**src/sv/rol_pkg.sv**
```systemverilog
// ----------------------------------------------------------------------------
// rol_pkg
// Shared types and codes for the rest offset learner: iterative unit command
// and response words, register indexes, channel kinds and push events.
// ----------------------------------------------------------------------------
package rol_pkg;

	typedef logic [1:0] op_t;

	localparam op_t OP_DIV  = 2'd0;
	localparam op_t OP_MUL  = 2'd1;
	localparam op_t OP_SQRT = 2'd2;

	typedef struct packed {
		logic        start;
		op_t         op;
		logic [63:0] a;
		logic [31:0] b;
	} iter_cmd_t;

	typedef struct packed {
		logic        done;
		logic [63:0] result;
	} iter_rsp_t;

	localparam logic [2:0] REG_CHANNEL_KIND      = 3'd0;
	localparam logic [2:0] REG_BURST_MODE        = 3'd1;
	localparam logic [2:0] REG_READY_THRESHOLD   = 3'd2;
	localparam logic [2:0] REG_REST_BAND         = 3'd3;
	localparam logic [2:0] REG_DRIFT_HOLD_US     = 3'd4;
	localparam logic [2:0] REG_DRIFT_COOLDOWN_US = 3'd5;

	localparam logic [1:0] KIND_PLAIN   = 2'd0;
	localparam logic [1:0] KIND_STICK   = 2'd1;
	localparam logic [1:0] KIND_TRIGGER = 2'd2;

	localparam logic [1:0] PUSH_NONE    = 2'd0;
	localparam logic [1:0] PUSH_ENABLE  = 2'd1;
	localparam logic [1:0] PUSH_DISABLE = 2'd2;

endpackage

```
**src/sv/rol_iter_unit.sv**
```systemverilog
// ----------------------------------------------------------------------------
// rol_iter_unit
// Shared bit-serial arithmetic unit: 64 by 32 restoring divide (64 steps),
// 32 by 32 shift-add multiply (32 steps) and 64-bit integer square root
// (32 steps, two radicand bits per step).
// ----------------------------------------------------------------------------
module rol_iter_unit (
	input  logic                clk,
	input  logic                arst_n,
	input  rol_pkg::iter_cmd_t  cmd,
	output rol_pkg::iter_rsp_t  rsp
);
	import rol_pkg::*;

	logic        busy_q;
	logic        done_q;
	op_t         op_q;
	logic [5:0]  cnt_q;
	logic [63:0] work_q;
	logic [35:0] rem_q;
	logic [63:0] res_q;
	logic [31:0] mlt_q;

	logic [33:0] div_shift;
	logic [33:0] div_diff;
	logic        div_ge;
	logic [35:0] sq_shift;
	logic [35:0] sq_trial;
	logic [35:0] sq_diff;
	logic        sq_ge;
	logic [5:0]  last_step;

	// one step of each operation
	always_comb begin
		div_shift = {rem_q[32:0], work_q[63]};
		div_diff  = div_shift - {2'b00, mlt_q};
		div_ge    = div_shift >= {2'b00, mlt_q};
		sq_shift  = {rem_q[33:0], work_q[63:62]};
		sq_trial  = {2'b00, res_q[31:0], 2'b01};
		sq_diff   = sq_shift - sq_trial;
		sq_ge     = sq_shift >= sq_trial;
		last_step = (op_q == OP_DIV) ? 6'd63 : 6'd31;
	end

	// control: busy flag, step counter, done pulse
	always_ff @(posedge clk or negedge arst_n) begin
		if (!arst_n) begin
			busy_q <= 1'b0;
			done_q <= 1'b0;
			cnt_q  <= '0;
			op_q   <= OP_DIV;
		end else begin
			done_q <= 1'b0;
			if (cmd.start) begin
				busy_q <= 1'b1;
				cnt_q  <= '0;
				op_q   <= cmd.op;
			end else if (busy_q) begin
				cnt_q <= cnt_q + 6'd1;
				if (cnt_q == last_step) begin
					busy_q <= 1'b0;
					done_q <= 1'b1;
				end
			end
		end
	end

	// datapath
	always_ff @(posedge clk) begin
		if (cmd.start) begin
			work_q <= cmd.a;
			mlt_q  <= cmd.b;
			rem_q  <= '0;
			res_q  <= '0;
		end else if (busy_q) begin
			unique case (op_q)
				OP_DIV: begin
					rem_q  <= {3'b000, div_ge ? div_diff[32:0] : div_shift[32:0]};
					work_q <= {work_q[62:0], div_ge};
				end
				OP_MUL: begin
					if (mlt_q[0]) res_q <= res_q + work_q;
					work_q <= {work_q[62:0], 1'b0};
					mlt_q  <= {1'b0, mlt_q[31:1]};
				end
				OP_SQRT: begin
					rem_q  <= sq_ge ? sq_diff : sq_shift;
					res_q  <= {res_q[62:0], sq_ge};
					work_q <= {work_q[61:0], 2'b00};
				end
				default: begin
					work_q <= work_q;
				end
			endcase
		end
	end

	assign rsp.done   = done_q;
	assign rsp.result = (op_q == OP_DIV) ? work_q : res_q;

endmodule

```
**src/sv/rest_offset_learner_with_drift_reset_core.sv**
```systemverilog
// ----------------------------------------------------------------------------
// rest_offset_learner_with_drift_reset_core
// Rest offset learner for one analog channel with drift detection and relearn.
// ----------------------------------------------------------------------------
// One word in gives one result word out. A word whose sample is not at rest
// goes straight to the result; one at rest may feed the running mean (64-step
// divide, 32-step multiply), and while not ready the readiness check follows
// (64-step divide and 32-step square root); these all share one bit-serial
// unit. The block takes no new word while one is being worked on, but takes
// the next while a finished result still waits.
module rest_offset_learner_with_drift_reset_core #(
	parameter int SAMPLE_BITS = 16,
	parameter int TIME_BITS   = 48
) (
	input  logic                          clk,
	input  logic                          arst_n,
	input  logic                          cfg_we,
	input  logic [2:0]                    cfg_index,
	input  logic [31:0]                   cfg_data,
	input  logic                          in_valid,
	output logic                          in_ready,
	input  logic signed [SAMPLE_BITS-1:0] sample_value,
	input  logic signed [SAMPLE_BITS-1:0] partner_value,
	input  logic                          partner_present,
	input  logic                          buttons_quiet,
	input  logic signed [SAMPLE_BITS-1:0] source_peak,
	input  logic                          max_valid,
	input  logic [TIME_BITS-1:0]          time_us,
	output logic                          out_valid,
	input  logic                          out_ready,
	output logic                          is_ready,
	output logic                          drift_pending,
	output logic [1:0]                    push_event,
	output logic signed [SAMPLE_BITS-1:0] rest_offset,
	output logic [SAMPLE_BITS-2:0]        rest_spread,
	output logic [11:0]                   trigger_floor,
	output logic [SAMPLE_BITS-2:0]        trigger_ceiling,
	output logic [11:0]                   dead_radius,
	output logic [31:0]                   rest_samples,
	output logic [15:0]                   relearn_count
);
	import rol_pkg::*;

	localparam int SB    = SAMPLE_BITS;
	localparam int FRAC  = SAMPLE_BITS - 1;
	localparam int MS    = 32 - SAMPLE_BITS;
	localparam int FULL  = 2 ** FRAC;
	localparam int K_002 = (FULL * 2 + 50) / 100;
	localparam int K_005 = (FULL * 5 + 50) / 100;
	localparam int K_0001 = (FULL + 500) / 1000;
	localparam int K_010 = (FULL * 10 + 50) / 100;
	localparam int K_001 = (FULL + 50) / 100;
	localparam int K_008 = (FULL * 8 + 50) / 100;

	localparam logic [3:0] ST_IDLE  = 4'd0;
	localparam logic [3:0] ST_EVAL  = 4'd1;
	localparam logic [3:0] ST_DIV   = 4'd2;
	localparam logic [3:0] ST_MUL   = 4'd3;
	localparam logic [3:0] ST_EMA   = 4'd4;
	localparam logic [3:0] ST_CHECK = 4'd5;
	localparam logic [3:0] ST_VDIV  = 4'd6;
	localparam logic [3:0] ST_SQRT  = 4'd7;
	localparam logic [3:0] ST_LEARN = 4'd8;
	localparam logic [3:0] ST_DRIFT = 4'd9;
	localparam logic [3:0] ST_OUT   = 4'd10;

	// configuration
	logic [1:0]  kind_q;
	logic        burst_q;
	logic [15:0] thr_q;
	logic [14:0] band_q;
	logic [31:0] hold_q;
	logic [31:0] cool_q;

	// latched input word
	logic signed [SB-1:0] s_q, p_q, om_q;
	logic                 pp_q, quiet_q, mv_q;
	logic [TIME_BITS-1:0] now_q;

	// learner state
	logic [3:0]            state_q;
	logic [31:0]           count_q;
	logic signed [31:0]    mean_q;
	logic [63:0]           sqdev_q;
	logic                  half_q;
	logic signed [31:0]    fm_q;
	logic                  fmv_q;
	logic signed [SB-1:0]  peak_q;
	logic                  ready_q, pend_q, exc_q;
	logic [TIME_BITS-1:0]  exc_start_q, cool_end_q;
	logic [15:0]           tally_q;
	logic signed [SB-1:0]  off_q;
	logic [FRAC-1:0]       spr_q, floor_q, ceil_q, dead_q;
	logic signed [32:0]    delta_q;
	logic [31:0]           sd_q;
	logic [1:0]            push_q;

	// output register
	logic                  ov_q;
	logic                  o_ready_q, o_pend_q;
	logic [1:0]            o_push_q;
	logic signed [SB-1:0]  o_off_q;
	logic [FRAC-1:0]       o_spr_q, o_floor_q, o_ceil_q, o_dead_q;
	logic [31:0]           o_count_q;
	logic [15:0]           o_tally_q;

	iter_cmd_t cmd_q;
	iter_rsp_t rsp;

	rol_iter_unit u_iter (
		.clk    (clk),
		.arst_n (arst_n),
		.cmd    (cmd_q),
		.rsp    (rsp)
	);

	// rest test and peak tracking
	logic                 trig, stick, rest;
	logic signed [SB:0]   s_ext, p_ext;
	logic [SB:0]          abs_s, abs_p;
	logic                 s_in_band, p_in_band, trig_rest;
	logic signed [SB-1:0] peak_a, peak_b;
	logic signed [31:0]   x_w;

	always_comb begin
		trig      = kind_q == KIND_TRIGGER;
		stick     = kind_q == KIND_STICK;
		s_ext     = (SB+1)'(s_q);
		p_ext     = (SB+1)'(p_q);
		abs_s     = s_ext[SB] ? (SB+1)'(-s_ext) : (SB+1)'(s_ext);
		abs_p     = p_ext[SB] ? (SB+1)'(-p_ext) : (SB+1)'(p_ext);
		s_in_band = 32'(abs_s) < 32'(band_q);
		p_in_band = 32'(abs_p) < 32'(band_q);
		trig_rest = 33'(s_q) < $signed({18'd0, band_q});
		if (stick)     rest = pp_q && s_in_band && p_in_band && quiet_q;
		else if (trig) rest = trig_rest;
		else           rest = s_in_band && quiet_q;
		peak_a = (s_q > peak_q) ? s_q : peak_q;
		peak_b = (mv_q && om_q > peak_a) ? om_q : peak_a;
		x_w    = $signed({s_q, {MS{1'b0}}});
	end

	// welford step, deviation sum and fast mean arithmetic
	logic               do_w;
	logic signed [32:0] delta_w;
	logic [31:0]        abs_delta_w;
	logic signed [32:0] quo_s;
	logic signed [32:0] step_w;
	logic signed [32:0] rem_w;
	logic [31:0]        abs_rem_w;
	logic [63:0]        dev_sh;
	logic [64:0]        dev_sum;
	logic signed [32:0] ema_d;
	logic [31:0]        ema_abs;
	logic [43:0]        ema_mag;
	logic [31:0]        abs_dq;

	always_comb begin
		do_w        = burst_q || half_q;
		delta_w     = 33'(x_w) - 33'(mean_q);
		abs_delta_w = delta_w[32] ? 32'(-delta_w) : delta_w[31:0];
		quo_s       = $signed(rsp.result[32:0]);
		step_w      = delta_q[32] ? -quo_s : quo_s;
		rem_w       = delta_q - step_w;
		abs_rem_w   = rem_w[32] ? 32'(-rem_w) : rem_w[31:0];
		abs_dq      = delta_q[32] ? 32'(-delta_q) : delta_q[31:0];
		dev_sh      = rsp.result >> (2 * MS);
		dev_sum     = {1'b0, sqdev_q} + {1'b0, dev_sh};
		ema_d       = 33'(x_w) - 33'(fm_q);
		ema_abs     = ema_d[32] ? 32'(-ema_d) : ema_d[31:0];
		ema_mag     = (44'(ema_abs) * 44'(3277) + 44'(32768)) >> 16;
	end

	// learned values
	logic signed [32:0]   m_rnd, m_shr;
	logic signed [SB-1:0] mean_r;
	logic [FRAC-1:0]      floor_w, ceil_w, dead_w, sd_cap;
	logic [33:0]          sd3;
	logic [31:0]          lim;

	always_comb begin
		m_rnd   = 33'(mean_q) + 33'(2 ** (MS - 1));
		m_shr   = m_rnd >>> MS;
		mean_r  = (m_shr > 33'(FULL - 1)) ? SB'(FULL - 1) : m_shr[SB-1:0];
		if (mean_r < 0)                  floor_w = '0;
		else if (mean_r > SB'(K_010))    floor_w = FRAC'(K_010);
		else                             floor_w = mean_r[FRAC-1:0];
		ceil_w  = (peak_q > SB'(K_010)) ? peak_q[FRAC-1:0] : FRAC'(FULL - 1);
		sd3     = 34'(sd_q) * 34'(3);
		if (sd3 < 34'(K_001))            dead_w = FRAC'(K_001);
		else if (sd3 > 34'(K_008))       dead_w = FRAC'(K_008);
		else                             dead_w = sd3[FRAC-1:0];
		sd_cap  = (sd_q > 32'(FULL - 1)) ? FRAC'(FULL - 1) : sd_q[FRAC-1:0];
		lim     = trig ? 32'(K_005) : 32'(K_002);
	end

	// drift gate and hold timer
	logic [FRAC-1:0]      sd_eff;
	logic [33:0]          gate;
	logic signed [32:0]   diff;
	logic [32:0]          abs_diff;
	logic                 drift_now;
	logic [TIME_BITS-1:0] start_eff, elapsed;

	always_comb begin
		sd_eff    = (spr_q > FRAC'(K_0001)) ? spr_q : FRAC'(K_0001);
		gate      = (34'(sd_eff) * 34'(3)) << MS;
		diff      = 33'(fm_q) - 33'($signed({off_q, {MS{1'b0}}}));
		abs_diff  = diff[32] ? 33'(-diff) : 33'(diff);
		drift_now = (now_q >= cool_end_q) && (34'(abs_diff) > gate);
		start_eff = exc_q ? exc_start_q : now_q;
		elapsed   = now_q - start_eff;
	end

	assign in_ready = state_q == ST_IDLE;

	// configuration writes
	always_ff @(posedge clk or negedge arst_n) begin
		if (!arst_n) begin
			kind_q  <= KIND_PLAIN;
			burst_q <= 1'b0;
			thr_q   <= 16'd1024;
			band_q  <= 15'd1638;
			hold_q  <= 32'd10000000;
			cool_q  <= 32'd60000000;
		end else if (cfg_we) begin
			unique case (cfg_index)
				REG_CHANNEL_KIND:      kind_q  <= cfg_data[1:0];
				REG_BURST_MODE:        burst_q <= cfg_data[0];
				REG_READY_THRESHOLD:   thr_q   <= cfg_data[15:0];
				REG_REST_BAND:         band_q  <= cfg_data[14:0];
				REG_DRIFT_HOLD_US:     hold_q  <= cfg_data;
				REG_DRIFT_COOLDOWN_US: cool_q  <= cfg_data;
				default:               kind_q  <= kind_q;
			endcase
		end
	end

	// input word capture
	always_ff @(posedge clk) begin
		if (in_valid && in_ready) begin
			s_q     <= sample_value;
			p_q     <= partner_value;
			pp_q    <= partner_present;
			quiet_q <= buttons_quiet;
			om_q    <= source_peak;
			mv_q    <= max_valid;
			now_q   <= time_us;
		end
	end

	// sequencer and learner state
	always_ff @(posedge clk or negedge arst_n) begin
		if (!arst_n) begin
			state_q     <= ST_IDLE;
			count_q     <= '0;
			mean_q      <= '0;
			sqdev_q     <= '0;
			half_q      <= 1'b0;
			fm_q        <= '0;
			fmv_q       <= 1'b0;
			peak_q      <= '0;
			ready_q     <= 1'b0;
			pend_q      <= 1'b0;
			exc_q       <= 1'b0;
			exc_start_q <= '0;
			cool_end_q  <= '0;
			tally_q     <= '0;
			off_q       <= '0;
			spr_q       <= '0;
			floor_q     <= '0;
			ceil_q      <= '0;
			dead_q      <= '0;
			push_q      <= PUSH_NONE;
			cmd_q       <= '0;
			ov_q        <= 1'b0;
		end else begin
			// result valid: set when a word is loaded, cleared when taken
			if (state_q == ST_OUT && (!ov_q || out_ready)) ov_q <= 1'b1;
			else if (out_ready)                            ov_q <= 1'b0;
			unique case (state_q)
				ST_IDLE: begin
					cmd_q.start <= 1'b0;
					if (in_valid) begin
						push_q  <= PUSH_NONE;
						state_q <= ST_EVAL;
					end
				end
				ST_EVAL: begin
					if (trig) peak_q <= peak_b;
					if (!rest) begin
						cmd_q.start <= 1'b0;
						state_q     <= ST_OUT;
					end else begin
						if (!burst_q) half_q <= !half_q;
						if (do_w && count_q != '1) begin
							count_q     <= count_q + 32'd1;
							delta_q     <= delta_w;
							cmd_q.start <= 1'b1;
							cmd_q.op    <= OP_DIV;
							cmd_q.a     <= 64'(abs_delta_w);
							cmd_q.b     <= count_q + 32'd1;
							state_q     <= ST_DIV;
						end else begin
							cmd_q.start <= 1'b0;
							state_q     <= ST_EMA;
						end
					end
				end
				ST_DIV: begin
					cmd_q.start <= rsp.done;
					if (rsp.done) begin
						mean_q   <= mean_q + step_w[31:0];
						cmd_q.op <= OP_MUL;
						cmd_q.a  <= 64'(abs_dq);
						cmd_q.b  <= abs_rem_w;
						state_q  <= ST_MUL;
					end
				end
				ST_MUL: begin
					cmd_q.start <= 1'b0;
					if (rsp.done) begin
						sqdev_q <= dev_sum[64] ? '1 : dev_sum[63:0];
						state_q <= ST_EMA;
					end
				end
				ST_EMA: begin
					cmd_q.start <= 1'b0;
					if (!fmv_q) begin
						fm_q  <= x_w;
						fmv_q <= 1'b1;
					end else if (ema_d[32]) begin
						fm_q <= fm_q - $signed(32'(ema_mag));
					end else begin
						fm_q <= fm_q + $signed(32'(ema_mag));
					end
					state_q <= ready_q ? ST_DRIFT : ST_CHECK;
				end
				ST_CHECK: begin
					if (count_q < 32'(thr_q)) begin
						cmd_q.start <= 1'b0;
						state_q     <= ST_OUT;
					end else if (count_q < 32'd2) begin
						cmd_q.start <= 1'b0;
						sd_q        <= '0;
						state_q     <= ST_LEARN;
					end else begin
						cmd_q.start <= 1'b1;
						cmd_q.op    <= OP_DIV;
						cmd_q.a     <= sqdev_q;
						cmd_q.b     <= count_q - 32'd1;
						state_q     <= ST_VDIV;
					end
				end
				ST_VDIV: begin
					cmd_q.start <= rsp.done;
					if (rsp.done) begin
						cmd_q.op <= OP_SQRT;
						cmd_q.a  <= rsp.result;
						state_q  <= ST_SQRT;
					end
				end
				ST_SQRT: begin
					cmd_q.start <= 1'b0;
					if (rsp.done) begin
						sd_q    <= rsp.result[31:0];
						state_q <= ST_LEARN;
					end
				end
				ST_LEARN: begin
					cmd_q.start <= 1'b0;
					if (sd_q < lim) begin
						ready_q <= 1'b1;
						pend_q  <= 1'b0;
						off_q   <= mean_r;
						spr_q   <= sd_cap;
						if (trig) begin
							floor_q <= floor_w;
							ceil_q  <= ceil_w;
						end
						if (stick) dead_q <= dead_w;
						push_q <= PUSH_ENABLE;
					end
					state_q <= ST_OUT;
				end
				ST_DRIFT: begin
					cmd_q.start <= 1'b0;
					if (drift_now) begin
						if (elapsed >= TIME_BITS'(hold_q)) begin
							ready_q     <= 1'b0;
							pend_q      <= 1'b1;
							exc_q       <= 1'b0;
							exc_start_q <= '0;
							cool_end_q  <= now_q + TIME_BITS'(cool_q);
							if (tally_q != '1) tally_q <= tally_q + 16'd1;
							count_q     <= '0;
							mean_q      <= '0;
							sqdev_q     <= '0;
							half_q      <= 1'b0;
							fm_q        <= '0;
							fmv_q       <= 1'b0;
							off_q       <= '0;
							spr_q       <= '0;
							floor_q     <= '0;
							ceil_q      <= '0;
							dead_q      <= '0;
							push_q      <= PUSH_DISABLE;
						end else begin
							exc_q       <= 1'b1;
							exc_start_q <= start_eff;
						end
					end else begin
						exc_q       <= 1'b0;
						exc_start_q <= '0;
						pend_q      <= 1'b0;
					end
					state_q <= ST_OUT;
				end
				ST_OUT: begin
					cmd_q.start <= 1'b0;
					if (!ov_q || out_ready) begin
						state_q <= ST_IDLE;
					end
				end
				default: begin
					cmd_q.start <= 1'b0;
					state_q     <= ST_IDLE;
				end
			endcase
		end
	end

	// result word register
	always_ff @(posedge clk) begin
		if (state_q == ST_OUT && (!ov_q || out_ready)) begin
			o_ready_q <= ready_q;
			o_pend_q  <= pend_q;
			o_push_q  <= push_q;
			o_off_q   <= off_q;
			o_spr_q   <= spr_q;
			o_floor_q <= floor_q;
			o_ceil_q  <= ceil_q;
			o_dead_q  <= dead_q;
			o_count_q <= count_q;
			o_tally_q <= tally_q;
		end
	end

	logic [31:0] floor_ext, dead_ext;

	always_comb begin
		floor_ext = 32'(o_floor_q);
		dead_ext  = 32'(o_dead_q);
	end

	assign out_valid       = ov_q;
	assign is_ready        = o_ready_q;
	assign drift_pending   = o_pend_q;
	assign push_event      = o_push_q;
	assign rest_offset     = o_off_q;
	assign rest_spread     = o_spr_q;
	assign trigger_floor   = floor_ext[11:0];
	assign trigger_ceiling = o_ceil_q;
	assign dead_radius     = dead_ext[11:0];
	assign rest_samples    = o_count_q;
	assign relearn_count   = o_tally_q;

endmodule
```
**config.mk**
```make
export PLATFORM = sky130hd
export DESIGN_NAME = rest_offset_learner_with_drift_reset_core
export DESIGN_NICKNAME = d
export VERILOG_FILES = /design/src/sv/rol_pkg.sv /design/src/sv/rol_iter_unit.sv /design/src/sv/rest_offset_learner_with_drift_reset_core.sv
export SDC_FILE = /design/constraint.sdc
export NUM_CORES = 2
export LEC_CHECK = 0
export BUFFER_PORTS_ARGS = -buffer_cell sky130_fd_sc_hd__buf_2
export CORE_MARGIN = 4
export CORE_UTILIZATION = 55
export CTS_BUF_LIST = sky130_fd_sc_hd__clkbuf_4
export CTS_CLUSTER_SIZE = 10
export DETAILED_ROUTE_END_ITERATION = 8
export PLACE_DENSITY = 0.85
export SETUP_SLACK_MARGIN = 0.02
export SYNTH_ARGS = -nofsm -noshare
export SYNTH_HDL_FRONTEND = slang
export SYNTH_HIERARCHICAL = 1
export SYNTH_SLANG_ARGS = --single-unit
```
**constraint.sdc**
```tcl
create_clock -name clk -period 11.1 [get_ports clk]
set_input_delay 2.22 -clock clk [delete_from_list [all_inputs] [get_ports clk]]
set_output_delay 2.22 -clock clk [all_outputs]
set_load 0.01 [all_outputs]
```
==> summary.txt <==
Status
  • Run status: finished, violations left
  • Failing checks: design-rule violations

Synth
  • Ys async rst share: 54.6%
  • Top cells by area, synth: dfrtp_1 16%, edfxtp_1 13%, ha_1 12%, o21ai_0 4.5%, xnor2_1 4.5%
  • #FFs+latches synth: 1057
  • Synth top area share: 15.9%
  • Syn Inst Count: 9913
  • Sequential share of the synthesized area: 32.0%
  • EDFF count, synth: 382
  • Syn_area_per_cell: 8.79 um2
  • Post-synthesis cell area: 0.0871 mm2
  • Ys Warns: 6
  • Synth area leader: dfrtp_1
  • Most frequent cell after synthesis: nand2_1
  • Synth cell types: 139
  • Syn_nets: 11045
  • Synth top cells by count: 1001 x nand2_1, 847 x ha_1, 783 x o21ai_0
  • Ys flop type: dfrtp_1

STA
  • Count of final max-slew check failures: 0
  • Final Hold Viols: 0
  • Worst setup margin: 232 ps
  • Crit path time final: 10870 ps
  • # setup viols final: 0
  • Clk_skew: 153 ps
  • Fin crit share: 97.9%
  • Max Fclk: 92.0 MHz
  • Worst Tran Pin Value: 1320 ps
  • RSZ-0062 raised after global routing: true
  • Relative max-transition margin: 10.8%

Worst setup path
  • Max FO, Critical Path: 6
  • Crit-path max cell delay: 590 ps
  • Critical Path AT: 12060 ps
  • Startpoint Class: flop
  • Depth of the most critical reg-to-reg path: 45
  • Worst endpoint required time: 12300 ps
  • Crit Reg-Reg Startpoint: fm_q[1]$_DFFE_PN0P_
  • Worst setup endpoint: fm_q[30]$_DFFE_PN0P_
  • Critical-path top delay cell: or4_4
  • Reg2reg setup slack: 230 ps
  • CP startpoint: fm_q[1]$_DFFE_PN0P_
  • Setup crit end kind: flop
  • Reg2reg end: fm_q[30]$_DFFE_PN0P_
  • Crit path kind: flop to flop
  • Most frequent CP cell: a21oi_2

Routing
  • Via count: 80857
  • DRC: 2
  • Number of DRC markers in iteration 0: 9406
  • Antenna Nets Post-Route: 0
  • 1st-pass router iterations: 9
  • Final wirelength: 281 mm
  • WL per Instance: 22.1 um
  • Vias/cell: 6.38

Clock network
  • Cts bufs inserted: 308
  • Sink Count: 1057
  • Worst-path clk slew: 60 ps
  • CTS tree: yes
  • Maximum clock path buffer count: 4
  • Clk root buf: clkbuf_4
  • H-tree levels: 5
  • Worst skew pair latency: 1380 ps

Floorplan
  • Die W: 406 um
  • DIE AREA: 0.165 mm2
  • DIE HEIGHT: 406 um
  • I/O pin cnt: 263
  • Core footprint: 0.157 mm2
  • Starting density of the core: 55.6%
  • Site row count: 145

Power
  • Pwr/cell area: 88.0 mW/mm2
  • VDD IR-drop max: 114 uV
  • Tot Pwr: 8.52 mW
  • Leakage: 44.4 nW

GRT
  • Number of global-route vias before repair: 77563
  • First-pass GRT wire length: 432 mm
  • Total track usage: 33.0%
  • Largest net degree at the start of global routing: 223
  • Grt ovf: 0
  • Initial antenna violation count: 22

Layout
  • Layout Nets: 11507
  • P&R area growth vs syn: 11.1%
  • Layout Cells excl Fill: 12680
  • Final core occ: 61.7%
  • Layout cells sized above 1: 14.7%
  • Design Area, Final: 0.0968 mm2

Place
  • Placed insts: 12082
  • Detailed Place HPWL: 212 mm
  • Port Buffer Count: 262
  • Place WS: -119 ps
  • Area of placed instances: 0.0916 mm2
  • Placer congestion estimate: 1.02

Min path
  • Worst hold stages: 0
  • Hold Path Class: flop to flop

Flow run
  • Max Cap Viol: 0
registers in the layout, indices dropped and copies added (netlist names), 33 cells and up:
signal	cells
now_q	48
u_iter/res_q	64
u_iter/work_q	64
u_iter/rem_q	34
sqdev_q	64
cool_end_q	48
cmd_q	99
exc_start_q	48
delta_q	33
how the worst min path moves through the flow:
stage                       startpoint                    endpoint  slack [ps]
6_report         dead_q[6]$_DFFE_PN0P_       o_dead_q[6]$_DFFE_PP_         420
5_1_grt          dead_q[6]$_DFFE_PN0P_       o_dead_q[6]$_DFFE_PP_         410
4_1_cts          dead_q[6]$_DFFE_PN0P_       o_dead_q[6]$_DFFE_PP_         410
3_5_place_dp     dead_q[4]$_DFFE_PN0P_       o_dead_q[4]$_DFFE_PP_         430
3_3_place_gp        pend_q$_DFFE_PN0P_     drift_pending$_DFFE_PP_         430
2_1_floorplan  count_q[17]$_DFFE_PN0P_  rest_samples[17]$_DFFE_PP_         420
timing repair:
item	in CTS	in global routing
hold buffers	0	0
endpoints found under the hold margin	0	0
setup buffers	1	39
resized for setup	6	174
pin swaps	1	119
gates cloned	0	1
setup endpoints to repair	5	13
cell families after synthesis:
| logic type | Yosys count | share of synthesized area [%] |
|---|---|---|
| AO/OA/AOI/OAI | 2989 | 22.3 |
| AND/OR/NAND/NOR | 2809 | 15.4 |
| buffers and inverters | 1175 | 5.26 |
| flip-flops | 1057 | 32.0 |
| adder cells (fa/ha/maj) | 993 | 15.5 |
| XOR/XNOR | 677 | 6.84 |
| multiplexers | 213 | 2.61 |
worst max-delay path, delay by kind of cell (launching register included):
kind            cells  cell delay (ps)
mux                 1               90
simple gates        8             2510
flops               1              390
fa+ha+maj           8             2960
xor+xnor            4              560
buf+inv             7              850
compound gates     17             3390
layout make-up:
cell class / instances / area [um2]
clock inverters: 74 / 425
flip-flops and latches: 1057 / 27900
repair buffers: 596 / 3920
fillers: 13163 / 60000
inverters: 731 / 2750
diodes: 19 / 47.5
multi-input cells: 7681 / 55700
well taps: 2058 / 2570
clock buffers: 464 / 3480
metrics by stage:
step / TNS (ps) / hold slack [ps]
floorplan: 0 / 423
global placement: 0 / 433
detailed placement: -323 / 434
CTS: 0 / 414
global route: -363 / 407
finish: 0 / 423
power breakdown:
part	leakage [nW]	switching, mW	internal (mW)	total [mW]
Clock	2.35	1.79	2.02	3.81
Combinational	29.9	0.334	0.225	0.558
Sequential	12.2	0.0352	4.11	4.15
Total	44.4	2.16	6.36	8.52
placed cells by master, fill, tap and decap left out, drive strengths merged, types with 156 or more instances in the layout:
cell type,instances
ha,847
nand2,1006
xor2,230
nor3,156
inv,735
edfxtp,382
nor2,656
buf,596
o21ai,823
a21o,281
xnor2,446
a21oi,725
clkbuf,464
nand3,199
dfrtp,552
layer usage:
metal | up-vias | wire length, um | GRT usage (%)
met1 | 38663 | 111000 | 43.6
li1 | 36958 | - | -
met2 | 4323 | 122000 | 50.4
met5 | - | 83 | 0
met4 | 12 | 15100 | 16.3
met3 | 901 | 32600 | 8.54
Note: power is estimated with default switching activity, not from simulation.
